[src/design/msk_pkg.sv]
`timescale 1ns / 1ps
`default_nettype none
// ----------------------------------------------------------------------------
// msk_pkg: shared types and codes of the max stack
// Request codes, status codes, controller states and the command and status
// groups between controller and datapath.
// ----------------------------------------------------------------------------
package msk_pkg;

	localparam logic [2:0] FN_PUSH    = 3'd0;
	localparam logic [2:0] FN_POP     = 3'd1;
	localparam logic [2:0] FN_TOP     = 3'd2;
	localparam logic [2:0] FN_PEEK    = 3'd3;
	localparam logic [2:0] FN_POP_MAX = 3'd4;

	localparam logic [1:0] ST_OK    = 2'd0;
	localparam logic [1:0] ST_EMPTY = 2'd1;
	localparam logic [1:0] ST_FULL  = 2'd2;

	typedef enum logic [2:0] {
		S_IDLE,
		S_EXEC,
		S_SEARCH,
		S_LDMAX,
		S_SHIFT_RD,
		S_SHIFT_WR,
		S_FINISH
	} state_t;

	typedef enum logic [1:0] {
		A_TOP,
		A_TOP2,
		A_PTR_DEC,
		A_PTR_INC
	} addr_sel_t;

	typedef enum logic [1:0] {
		P_HOLD,
		P_TOP2,
		P_DEC,
		P_INC
	} ptr_op_t;

	typedef enum logic [1:0] {
		R_ZERO,
		R_VAL,
		R_MAX,
		R_MQ
	} res_sel_t;

	typedef struct packed {
		logic      in_load;
		logic      rd_en;
		addr_sel_t rd_sel;
		logic      wr_push;
		logic      wr_shift;
		logic      cnt_inc;
		logic      cnt_dec;
		ptr_op_t   ptr_op;
		logic      mq_load;
		logic      run_from_mem;
		logic      res_load;
		res_sel_t  res_sel;
		logic [1:0] res_status;
	} cmd_t;

	typedef struct packed {
		logic [2:0] func;
		logic       empty;
		logic       full;
		logic       top_is_max;
		logic       val_eq_mq;
		logic       ptr_zero;
		logic       ptr_at_last;
		logic       can_load;
	} stat_t;

endpackage
`default_nettype wire

[src/design/msk_ctrl.sv]
`timescale 1ns / 1ps
`default_nettype none
// ----------------------------------------------------------------------------
// msk_ctrl: request sequencer of the max stack
// Decodes each request and steps the datapath through reads, the search for
// the maximum and the shift that closes the gap.
// ----------------------------------------------------------------------------
module msk_ctrl (
	input  wire             clk,
	input  wire             arst_n,
	input  wire             in_valid,
	output logic            in_ready,
	input  wire msk_pkg::stat_t st,
	output msk_pkg::cmd_t   cmd
);
	import msk_pkg::*;

	state_t state_q;
	state_t state_d;

	always_ff @(posedge clk or negedge arst_n) begin
		if (!arst_n) begin
			state_q <= S_IDLE;
		end else begin
			state_q <= state_d;
		end
	end

	always_comb begin
		state_d        = state_q;
		in_ready       = 1'b0;
		cmd            = '0;
		cmd.rd_sel     = A_TOP;
		cmd.ptr_op     = P_HOLD;
		cmd.res_sel    = R_ZERO;
		cmd.res_status = ST_OK;
		case (state_q)
			S_IDLE: begin
				in_ready = 1'b1;
				if (in_valid) begin
					cmd.in_load = 1'b1;
					cmd.rd_en   = 1'b1;
					cmd.rd_sel  = A_TOP;
					state_d     = S_EXEC;
				end
			end
			S_EXEC: begin
				if (st.can_load) begin
					state_d      = S_IDLE;
					cmd.res_load = 1'b1;
					case (st.func)
						FN_PUSH: begin
							if (st.full) begin
								cmd.res_status = ST_FULL;
							end else begin
								cmd.wr_push = 1'b1;
								cmd.cnt_inc = 1'b1;
							end
						end
						FN_POP, FN_TOP, FN_PEEK: begin
							if (st.empty) begin
								cmd.res_status = ST_EMPTY;
							end else begin
								cmd.res_sel = (st.func == FN_PEEK) ? R_MAX : R_VAL;
								cmd.cnt_dec = (st.func == FN_POP);
							end
						end
						FN_POP_MAX: begin
							if (st.empty) begin
								cmd.res_status = ST_EMPTY;
							end else if (st.top_is_max) begin
								cmd.res_sel = R_MAX;
								cmd.cnt_dec = 1'b1;
							end else begin
								cmd.res_load = 1'b0;
								cmd.mq_load  = 1'b1;
								cmd.ptr_op   = P_TOP2;
								cmd.rd_en    = 1'b1;
								cmd.rd_sel   = A_TOP2;
								state_d      = S_SEARCH;
							end
						end
						default: begin
						end
					endcase
				end
			end
			S_SEARCH: begin
				if (!(st.val_eq_mq || st.ptr_zero)) begin
					cmd.ptr_op = P_DEC;
					cmd.rd_en  = 1'b1;
					cmd.rd_sel = A_PTR_DEC;
				end else if (st.ptr_zero) begin
					state_d = S_SHIFT_RD;
				end else begin
					cmd.rd_en  = 1'b1;
					cmd.rd_sel = A_PTR_DEC;
					state_d    = S_LDMAX;
				end
			end
			S_LDMAX: begin
				cmd.run_from_mem = 1'b1;
				state_d          = S_SHIFT_RD;
			end
			S_SHIFT_RD: begin
				if (st.ptr_at_last) begin
					state_d = S_FINISH;
				end else begin
					cmd.rd_en  = 1'b1;
					cmd.rd_sel = A_PTR_INC;
					state_d    = S_SHIFT_WR;
				end
			end
			S_SHIFT_WR: begin
				cmd.wr_shift = 1'b1;
				cmd.ptr_op   = P_INC;
				state_d      = S_SHIFT_RD;
			end
			S_FINISH: begin
				if (st.can_load) begin
					cmd.res_load = 1'b1;
					cmd.res_sel  = R_MQ;
					cmd.cnt_dec  = 1'b1;
					state_d      = S_IDLE;
				end
			end
			default: begin
				state_d = S_IDLE;
			end
		endcase
	end

endmodule
`default_nettype wire

[src/design/msk_dp.sv]
`timescale 1ns / 1ps
`default_nettype none
// ----------------------------------------------------------------------------
// msk_dp: datapath of the max stack
// Value and running-maximum memories, entry count, scan pointer, request
// latch and the result register toward the output channel.
// ----------------------------------------------------------------------------
module msk_dp #(
	parameter int DEPTH = 32
) (
	input  wire               clk,
	input  wire               arst_n,
	input  wire  [2:0]        func,
	input  wire  signed [31:0] push_value,
	input  wire msk_pkg::cmd_t cmd,
	output msk_pkg::stat_t    st,
	output logic              out_valid,
	input  wire               out_ready,
	output logic signed [31:0] result_value,
	output logic [1:0]        status
);
	import msk_pkg::*;

	localparam int AW = $clog2(DEPTH);
	localparam int CW = $clog2(DEPTH + 1);

	logic signed [31:0] val_mem [DEPTH];
	logic signed [31:0] max_mem [DEPTH];

	logic [2:0]         func_q;
	logic signed [31:0] push_q;
	logic [CW-1:0]      cnt_q;
	logic [AW-1:0]      ptr_q;
	logic signed [31:0] mq_q;
	logic signed [31:0] run_q;
	logic signed [31:0] val_rd_q;
	logic signed [31:0] max_rd_q;
	logic signed [31:0] res_q;
	logic [1:0]         stat_q;
	logic               out_valid_q;

	logic [CW-1:0]      cnt_m1;
	logic [CW-1:0]      cnt_m2;
	logic [AW-1:0]      rd_addr;
	logic [AW-1:0]      wr_addr;
	logic signed [31:0] wr_val;
	logic signed [31:0] wr_max;
	logic signed [31:0] push_max;
	logic signed [31:0] shift_max;
	logic signed [31:0] res_d;
	logic               can_load;

	assign cnt_m1   = cnt_q - CW'(1);
	assign cnt_m2   = cnt_q - CW'(2);
	assign can_load = !out_valid_q || out_ready;

	always_comb begin
		case (cmd.rd_sel)
			A_TOP:     rd_addr = cnt_m1[AW-1:0];
			A_TOP2:    rd_addr = cnt_m2[AW-1:0];
			A_PTR_DEC: rd_addr = ptr_q - AW'(1);
			A_PTR_INC: rd_addr = ptr_q + AW'(1);
			default:   rd_addr = cnt_m1[AW-1:0];
		endcase
	end

	assign push_max  = (cnt_q == '0 || push_q >= max_rd_q) ? push_q : max_rd_q;
	assign shift_max = (ptr_q == '0 || val_rd_q >= run_q) ? val_rd_q : run_q;
	assign wr_addr   = cmd.wr_push ? cnt_q[AW-1:0] : ptr_q;
	assign wr_val    = cmd.wr_push ? push_q : val_rd_q;
	assign wr_max    = cmd.wr_push ? push_max : shift_max;

	always_ff @(posedge clk) begin
		if (cmd.wr_push || cmd.wr_shift) begin
			val_mem[wr_addr] <= wr_val;
			max_mem[wr_addr] <= wr_max;
		end
		if (cmd.rd_en) begin
			val_rd_q <= val_mem[rd_addr];
			max_rd_q <= max_mem[rd_addr];
		end
	end

	always_comb begin
		case (cmd.res_sel)
			R_ZERO:  res_d = '0;
			R_VAL:   res_d = val_rd_q;
			R_MAX:   res_d = max_rd_q;
			R_MQ:    res_d = mq_q;
			default: res_d = '0;
		endcase
	end

	always_ff @(posedge clk) begin
		if (cmd.in_load) begin
			func_q <= func;
			push_q <= push_value;
		end
		if (cmd.mq_load) begin
			mq_q <= max_rd_q;
		end
		if (cmd.run_from_mem) begin
			run_q <= max_rd_q;
		end else if (cmd.wr_shift) begin
			run_q <= shift_max;
		end
		case (cmd.ptr_op)
			P_TOP2:  ptr_q <= cnt_m2[AW-1:0];
			P_DEC:   ptr_q <= ptr_q - AW'(1);
			P_INC:   ptr_q <= ptr_q + AW'(1);
			default: ptr_q <= ptr_q;
		endcase
		if (cmd.res_load) begin
			res_q  <= res_d;
			stat_q <= cmd.res_status;
		end
	end

	always_ff @(posedge clk or negedge arst_n) begin
		if (!arst_n) begin
			cnt_q       <= '0;
			out_valid_q <= 1'b0;
		end else begin
			if (cmd.cnt_inc) begin
				cnt_q <= cnt_q + CW'(1);
			end else if (cmd.cnt_dec) begin
				cnt_q <= cnt_m1;
			end
			if (cmd.res_load) begin
				out_valid_q <= 1'b1;
			end else if (out_ready) begin
				out_valid_q <= 1'b0;
			end
		end
	end

	always_comb begin
		st.func        = func_q;
		st.empty       = (cnt_q == '0);
		st.full        = (cnt_q == CW'(DEPTH));
		st.top_is_max  = (val_rd_q == max_rd_q);
		st.val_eq_mq   = (val_rd_q == mq_q);
		st.ptr_zero    = (ptr_q == '0);
		st.ptr_at_last = (CW'(ptr_q) == cnt_m1);
		st.can_load    = can_load;
	end

	assign out_valid    = out_valid_q;
	assign result_value = res_q;
	assign status       = stat_q;

endmodule
`default_nettype wire

[src/design/max_stack_core.sv]
`timescale 1ns / 1ps
`default_nettype none
// ----------------------------------------------------------------------------
// max_stack_core: bounded stack of signed words with running maximum
// Each request on the input channel (func, push_value) is one of push, pop,
// top, peek max or pop max and gives exactly one result (result_value,
// status) on the output channel, in request order.
// Push, pop, top and peek max: the accepting cycle issues the registered
// memory read of the top entry, the next one decides, writes and loads the
// result register once it is free. A new request is accepted only after the
// previous one has loaded its result.
// Pop max loads its result directly when the top entry holds the maximum;
// otherwise it walks down one entry every cycle until it finds the maximum
// copy nearest the top, then shifts each entry above it down, a read state
// and a write state per entry, through the single read and write port of
// each memory.
// Reset empties the stack and the output register; memory contents are not
// cleared, no clearing pass is needed.
// A stalled receiver holds the result register; the next request is still
// accepted, and its result waits in the sequencer until the register frees.
// ----------------------------------------------------------------------------
module max_stack_core #(
	parameter int DEPTH = 32
) (
	input  wire               clk,
	input  wire               arst_n,
	input  wire               in_valid,
	output logic              in_ready,
	input  wire  [2:0]        func,
	input  wire  signed [31:0] push_value,
	output logic              out_valid,
	input  wire               out_ready,
	output logic signed [31:0] result_value,
	output logic [1:0]        status
);
	import msk_pkg::*;

	cmd_t  cmd;
	stat_t st;

	msk_ctrl u_ctrl (
		.clk      (clk),
		.arst_n   (arst_n),
		.in_valid (in_valid),
		.in_ready (in_ready),
		.st       (st),
		.cmd      (cmd)
	);

	msk_dp #(
		.DEPTH (DEPTH)
	) u_dp (
		.clk          (clk),
		.arst_n       (arst_n),
		.func         (func),
		.push_value   (push_value),
		.cmd          (cmd),
		.st           (st),
		.out_valid    (out_valid),
		.out_ready    (out_ready),
		.result_value (result_value),
		.status       (status)
	);

	a_count_sane: assert property (@(posedge clk) disable iff (!arst_n)
		!(st.full && st.empty))
		else $error("stack count both full and empty");

	a_leave_idle: assert property (@(posedge clk) disable iff (!arst_n)
		in_valid && in_ready |=> !in_ready)
		else $error("sequencer did not start on accepted request");

	a_err_zero: assert property (@(posedge clk) disable iff (!arst_n)
		out_valid && status != ST_OK |-> result_value == '0)
		else $error("error result carries a nonzero value");

	a_status_code: assert property (@(posedge clk) disable iff (!arst_n)
		out_valid |-> status != 2'd3)
		else $error("undefined status code");

	a_load_free: assert property (@(posedge clk) disable iff (!arst_n)
		cmd.res_load |-> st.can_load)
		else $error("result loaded over an untaken result");

endmodule
`default_nettype wire
[config.mk]
export PLATFORM = sky130hd
export DESIGN_NAME = max_stack_core
export DESIGN_NICKNAME = d
export VERILOG_FILES = /design/src/design/msk_pkg.sv /design/src/design/msk_ctrl.sv /design/src/design/msk_dp.sv /design/src/design/max_stack_core.sv
export SDC_FILE = /design/constraint.sdc
export NUM_CORES = 2
export LEC_CHECK = 0
export BUFFER_PORTS_ARGS = -buffer_cell sky130_fd_sc_hd__buf_2
export CORE_ASPECT_RATIO = 0.6
export CORE_MARGIN = 2
export CORE_UTILIZATION = 44
export DETAILED_ROUTE_END_ITERATION = 8
export GPL_ROUTABILITY_DRIVEN = 0
export PLACE_DENSITY = 0.69
export REMOVE_ABC_BUFFERS = 1
export SLEW_MARGIN = 20
export SYNTH_ARGS = -nofsm -noshare
export SYNTH_HDL_FRONTEND = slang
export SYNTH_HIERARCHICAL = 1
export SYNTH_SLANG_ARGS = --single-unit
[constraint.sdc]
create_clock -name clk -period 18.1 [get_ports clk]
set_input_delay 0 -clock clk [delete_from_list [all_inputs] [get_ports clk]]
set_output_delay 0 -clock clk [all_outputs]
set_load 0.03 [all_outputs]
## Word level (Yosys, flattened, before mapping)

Memories as Yosys holds them, arrays and structs flattened. A register that Yosys moved wholly into a read port is not among the register bits.
Cells that the tools add are included.

- Add/subtract/negate cells: 5
- Magnitude comparators: 2
- Eq/ne operators: 27
- Mux-type cells: 67
- Reductions and logical operators: 21

Operator list:

| kind | number |
|---|---|
| 32-bit 2-to-1 mux | 6 |
| 32-bit one-hot mux with 4 select lines | 1 |
| 32-bit == test | 2 |
| 32-bit greater-or-equal comparator | 2 |
| 3-bit 2-to-1 mux | 16 |
| 5-bit one-hot mux with 4 select lines | 1 |
| 1-bit 2-to-1 mux | 18 |
| 3-bit one-hot mux with 6 select lines | 1 |
| 2-bit 2-to-1 mux | 8 |
| 5-bit 2-to-1 mux | 3 |
| 5-bit one-hot mux with 3 select lines | 1 |
| 2-bit == test, second input constant | 6 |
| 3-bit by 2-bit == test with 1-bit output, second input constant | 4 |
| 3-bit == test, second input constant | 4 |
| 4-bit 2-to-1 mux | 3 |
| 6-bit 2-to-1 mux | 2 |
| 3-bit one-hot mux with 4 select lines | 1 |
| 2-bit one-hot mux with 2 select lines | 2 |
| 6-bit by 1-bit adder with 6-bit output, second input constant | 1 |
| 2-bit by 1-bit == test with 1-bit output, second input constant | 3 |
| 3-bit by 1-bit == test with 1-bit output, second input constant | 2 |
| 5-bit by 6-bit == test with 1-bit output | 1 |
| 6-bit == test, second input constant | 1 |
| 3-bit logical NOT | 2 |
| other kinds (21) | 31 |

- Bits in registers: 148
- Bits in writable memories: 2048
- Output and inout bits: 36
- Memories: 2

Memory list:

| memory | depth | bits a word | read ports | clocked after memory_dff | wr ports | RTL line | text |
|---|---|---|---|---|---|---|---|
| u_dp.max_mem | 32 | 32 | 1 | 1 | 1 | msk_dp.sv:28 | `logic signed [31:0] max_mem [DEPTH];` |
| u_dp.val_mem | 32 | 32 | 1 | 1 | 1 | msk_dp.sv:27 | `logic signed [31:0] val_mem [DEPTH];` |

## Logic depth before layout (Yosys ltp)

- Depth in word-level cells: 9
- Depth in mapped cells: 22

## Hierarchy

The synthesis kept the hierarchy.

By module, submodules not included:

| module | instances | cells an instance | area an instance (um^2) |
|---|---|---|---|
| msk_dp | 1 | 4852 | 91012.3 |
| msk_ctrl | 1 | 69 | 470.5 |

## Least setup slack after synthesis

Ideal clock, no wire load.

- Kind: flip-flop to flip-flop
- From: register u_dp.cnt_q[1]
- To: memory u_dp.max_mem[0][0], enable pin
- Setup time: 0.486 ns
- Data arrival time: 5.526 ns
- Setup slack: 12.087 ns
- Cell stages (with the launch flop): 13
- Path buffers: 4
- Period minus slack after synthesis: 6.013 ns
- Cells stage by stage: dfrtp_1 inv_1 ha_1 and4_1 nor3b_1 buf_4 clkbuf_1 clkbuf_1 clkbuf_1 nand2_1 o31ai_1 nand2_1 nor2_1

RTL lines:

| item | RTL line | text |
|---|---|---|
| start: declaration | msk_dp.sv:32 | `logic [CW-1:0] cnt_q;` |
| start signal: assignment | msk_dp.sv:125 | `cnt_q <= cnt_q + CW'(1);` |
| start signal: assignment | msk_dp.sv:127 | `cnt_q <= cnt_m1;` |
| end: declaration | msk_dp.sv:28 |  |

==> impl_metrics.ini <==
[timing]
period_needed_ps = 7770
relSlewSlack = 0.174
finClkSkew_ps = 48.1
rsz0062_at_grt = no
fin_ws_ps = 10330
finalSetupViolCount = 0
slew_viol_final = 0
worst_slew_pin_slew_ps = 1230
finalHoldViolCount = 0
fin_crit_sh = 0.429
fmax_ghz = 0.129
timing.hold.ws_ps = 69.7

[logic_synthesis]
synth_edf_count = 2250
synth_flop_cell = edfxtp_1
synth_cell_type_count = 73
yosys_register_bits = 2260
synth_area_sq_um = 91500
synthCells = 4921
synth_area_per_cell_sq_um = 18.6
yosysWarnings = 6
ys_async_sr_fraction = 0.00442
synth_seq_area_share = 0.741

[clock_network]
clock-sinks = 2260
post_cts_buffers = 0
clk_path_buf_depth = 4
cts_tree = yes
h-tree-depth = 4
worstSkewPairLatency_ps = 870
root_buffer = clkbuf_16
cts.reportedPaths.clkPinSlew_ps = 70
cts_buffers = 195

[floorplan]
die_h_microns = 357
core_area_sq_um = 206000
floorplan.initialDensity = 0.443
io_pins = 75
placementRows = 129
die_x_microns = 593
die-area_sq_um = 212000

[worst_setup_path]
startpoint_type = flop
end_kind = flop
required_ps = 18620
r2r_setup_slack_ps = 10330
crit_fanout = 56
path_class = flop to flop
arrival_ps = 8290
worstRegToRegCells = 21

[grt]
grt_pass1_wl_microns = 354000
grt_max_degree = 115
grt_use_total = 0.234
grt_pass1_vias = 46800
overflow = 0
grt_antenna_before_repair = 8

[detailed_routing]
routed_via_density = 6.20
drc = 0
drtAntennaViolNets = 0
drt-initial-drc-count = 8387
drt-total-wl_microns = 250000
routed-via-count = 49700
wl_per_cell_microns = 31.1
firstDrtPassIters = 6

[final_layout]
finalNetCount = 5244
layout-drive-gt1-share = 0.220
area_growth_pct = 11.8
layout.cells.non_filler = 8023
post-route-util = 0.495

[placement]
portBuffers = 74
dp.cells = 7616
post-dp-hpwl_microns = 139000
pre_cts_slack_ps = 10260

[hold_path]
hold-path-cell-count = 2
hp-class = primary input to flop

[job]
cap_violations = 0

[run_status]
status = finished, final reports clean
## path summary, 6_finish.rpt
| path | to | start |
|---|---|---|
| setup / recovery | u_dp/val_rd_q[7] | u_dp/cnt_q[1] |
| hold / removal | u_dp/push_q[10] | push_value[10] |
| setup reg to reg | u_dp/val_rd_q[7] | u_dp/cnt_q[1] |
| hold reg to reg | u_dp/mq_q[11] | u_dp/max_rd_q[11] |
| max in group asynchronous | u_ctrl/state_q[1] | arst_n |
| min in group asynchronous | u_dp/out_valid | arst_n |
## cell type report
type / instances / area (sq um)
Sequential cell: 2260 / 67800
Tap cell: 2751 / 3440
Antenna cell: 5 / 12.5
Clock inverter: 91 / 687
Inverter: 77 / 289
Fill cell: 16400 / 104000
Timing Repair Buffer: 296 / 2320
Multi-Input combinational cell: 2302 / 22700
Clock buffer: 241 / 5050
## flip-flops by register name, indices dropped and copies added (netlist names), 32 cells and up
name,cells
u_dp/mq_q,32
u_dp/max_rd_q,32
u_dp/max_mem,1024
u_dp/val_rd_q,32
u_dp/run_q,32
u_dp/val_mem,1024
u_dp/result_value,32
u_dp/push_q,32
## critical path: stages, from the launching register on
cell and delay (ps):
dfrtp_1 540, inv_1 220, ha_1 250, nand2_1 70, and2_0 270, mux2_2 210, a211o_1 110, a21oi_1 130
nor2_1 160, nand2_1 90, a21oi_2 800, nor3_1 230, a21oi_4 180, buf_4 600, buf_4 830, buf_4 640
buf_4 660, mux4_2 350, nand2_1 60, nand3_1 150, nand2_1 80, o21ai_0 670
## per-layer routing
metal	track usage	share of wire
met5	0	0.00011
met4	0.0420	0.017
met3	0.0503	0.13
met2	0.333	0.43
met1	0.373	0.42
## cells in the final DEF (no fill, tap or decap), types with 6 or more instances in the layout
| cell | instances |
|---|---|
| buf_4 | 144 |
| mux4_2 | 512 |
| nand3_1 | 326 |
| clkbuf_1 | 46 |
| clkinv_1 | 37 |
| o21ai_0 | 84 |
| xnor2_1 | 14 |
| nor2_4 | 32 |
| nor2_1 | 56 |
| nor3b_1 | 34 |
| nor4_1 | 18 |
| inv_1 | 75 |
| mux2_2 | 65 |
| nor4_2 | 20 |
| ha_1 | 73 |
| clkbuf_16 | 195 |
| mux2i_1 | 67 |
| nand4_1 | 21 |
| edfxtp_1 | 2250 |
| buf_12 | 7 |
| nand2_1 | 649 |
| a22o_1 | 32 |
| clkinv_2 | 33 |
| xor2_1 | 76 |
| nor2b_1 | 9 |
| and3b_1 | 29 |
| buf_2 | 74 |
| a21o_1 | 7 |
| dlygate4sd3_1 | 70 |
| a21oi_1 | 33 |
| dfrtp_1 | 10 |
| nor4_4 | 13 |
| o21ai_4 | 6 |
| nor3_1 | 40 |
| bufinv_16 | 8 |
## cells in the mapped netlist (3+ instances only)
cell type,number,share of area
edfxtp_1,2250,0.74
nand2_1,649,0.027
mux4_2,512,0.13
nand3_1,326,0.018
clkbuf_1,138,0.0057
o21ai_0,90,0.0049
nor2_1,88,0.0036
buf_2,86,0.0047
inv_1,76,0.0031
xor2_1,76,0.0073
ha_1,73,0.010
mux2i_1,67,0.0073
mux2_2,65,0.0080
nor3_1,40,0.0022
nor4_1,38,0.0026
buf_4,37,0.0030
nor3b_1,35,0.0029
a21oi_1,34,0.0019
a22o_1,32,0.0031
and3b_1,29,0.0028
nand4_1,21,0.0014
buf_1,14,0.00057
xnor2_1,14,0.0013
nor4_2,12,0.0016
dfrtp_1,10,0.0027
nor2b_1,10,0.00068
a21o_1,7,0.00057
buf_6,7,0.00086
and3_1,6,0.00041
a31oi_1,5,0.00034
nor4b_1,5,0.00048
nand2b_1,4,0.00027
o21ai_1,4,0.00022
a211o_1,3,0.00029
a21oi_2,3,0.00029
and4_1,3,0.00029
nand3b_1,3,0.00025
o41ai_1,3,0.00029
## stage by stage
step	TNS (ps)	instance area, sq um
2_1_floorplan	-3397260	90100
3_3_place_gp	0	95800
3_5_place_dp	0	95800
4_1_cts	0	102000
5_1_grt	0	102000
6_report	0	102000
## kinds of logic (layout without fill, tap and decap cells)
| family | after synthesis | count (layout) | synth area share |
|---|---|---|---|
| fa+ha+maj | 73 | 73 | 0.00998 |
| other cells | 0 | 5 | 0 |
| simple gates | 1286 | 1286 | 0.0657 |
| flops | 2260 | 2260 | 0.741 |
| compound gates | 207 | 207 | 0.0146 |
| xor+xnor | 90 | 90 | 0.00862 |
| mux | 646 | 646 | 0.142 |
| buf+inv | 359 | 705 | 0.0180 |
## repair_timing
| action | 4_1_cts | 5_1_grt |
|---|---|---|
| hold buffers | 70 | 0 |
| resized for setup | 0 | 0 |
| endpoints found under the hold margin | 84 | 0 |
Power is not shown: default switching activity piles up to over one toggle a cycle in this logic, so the estimate is an artifact.
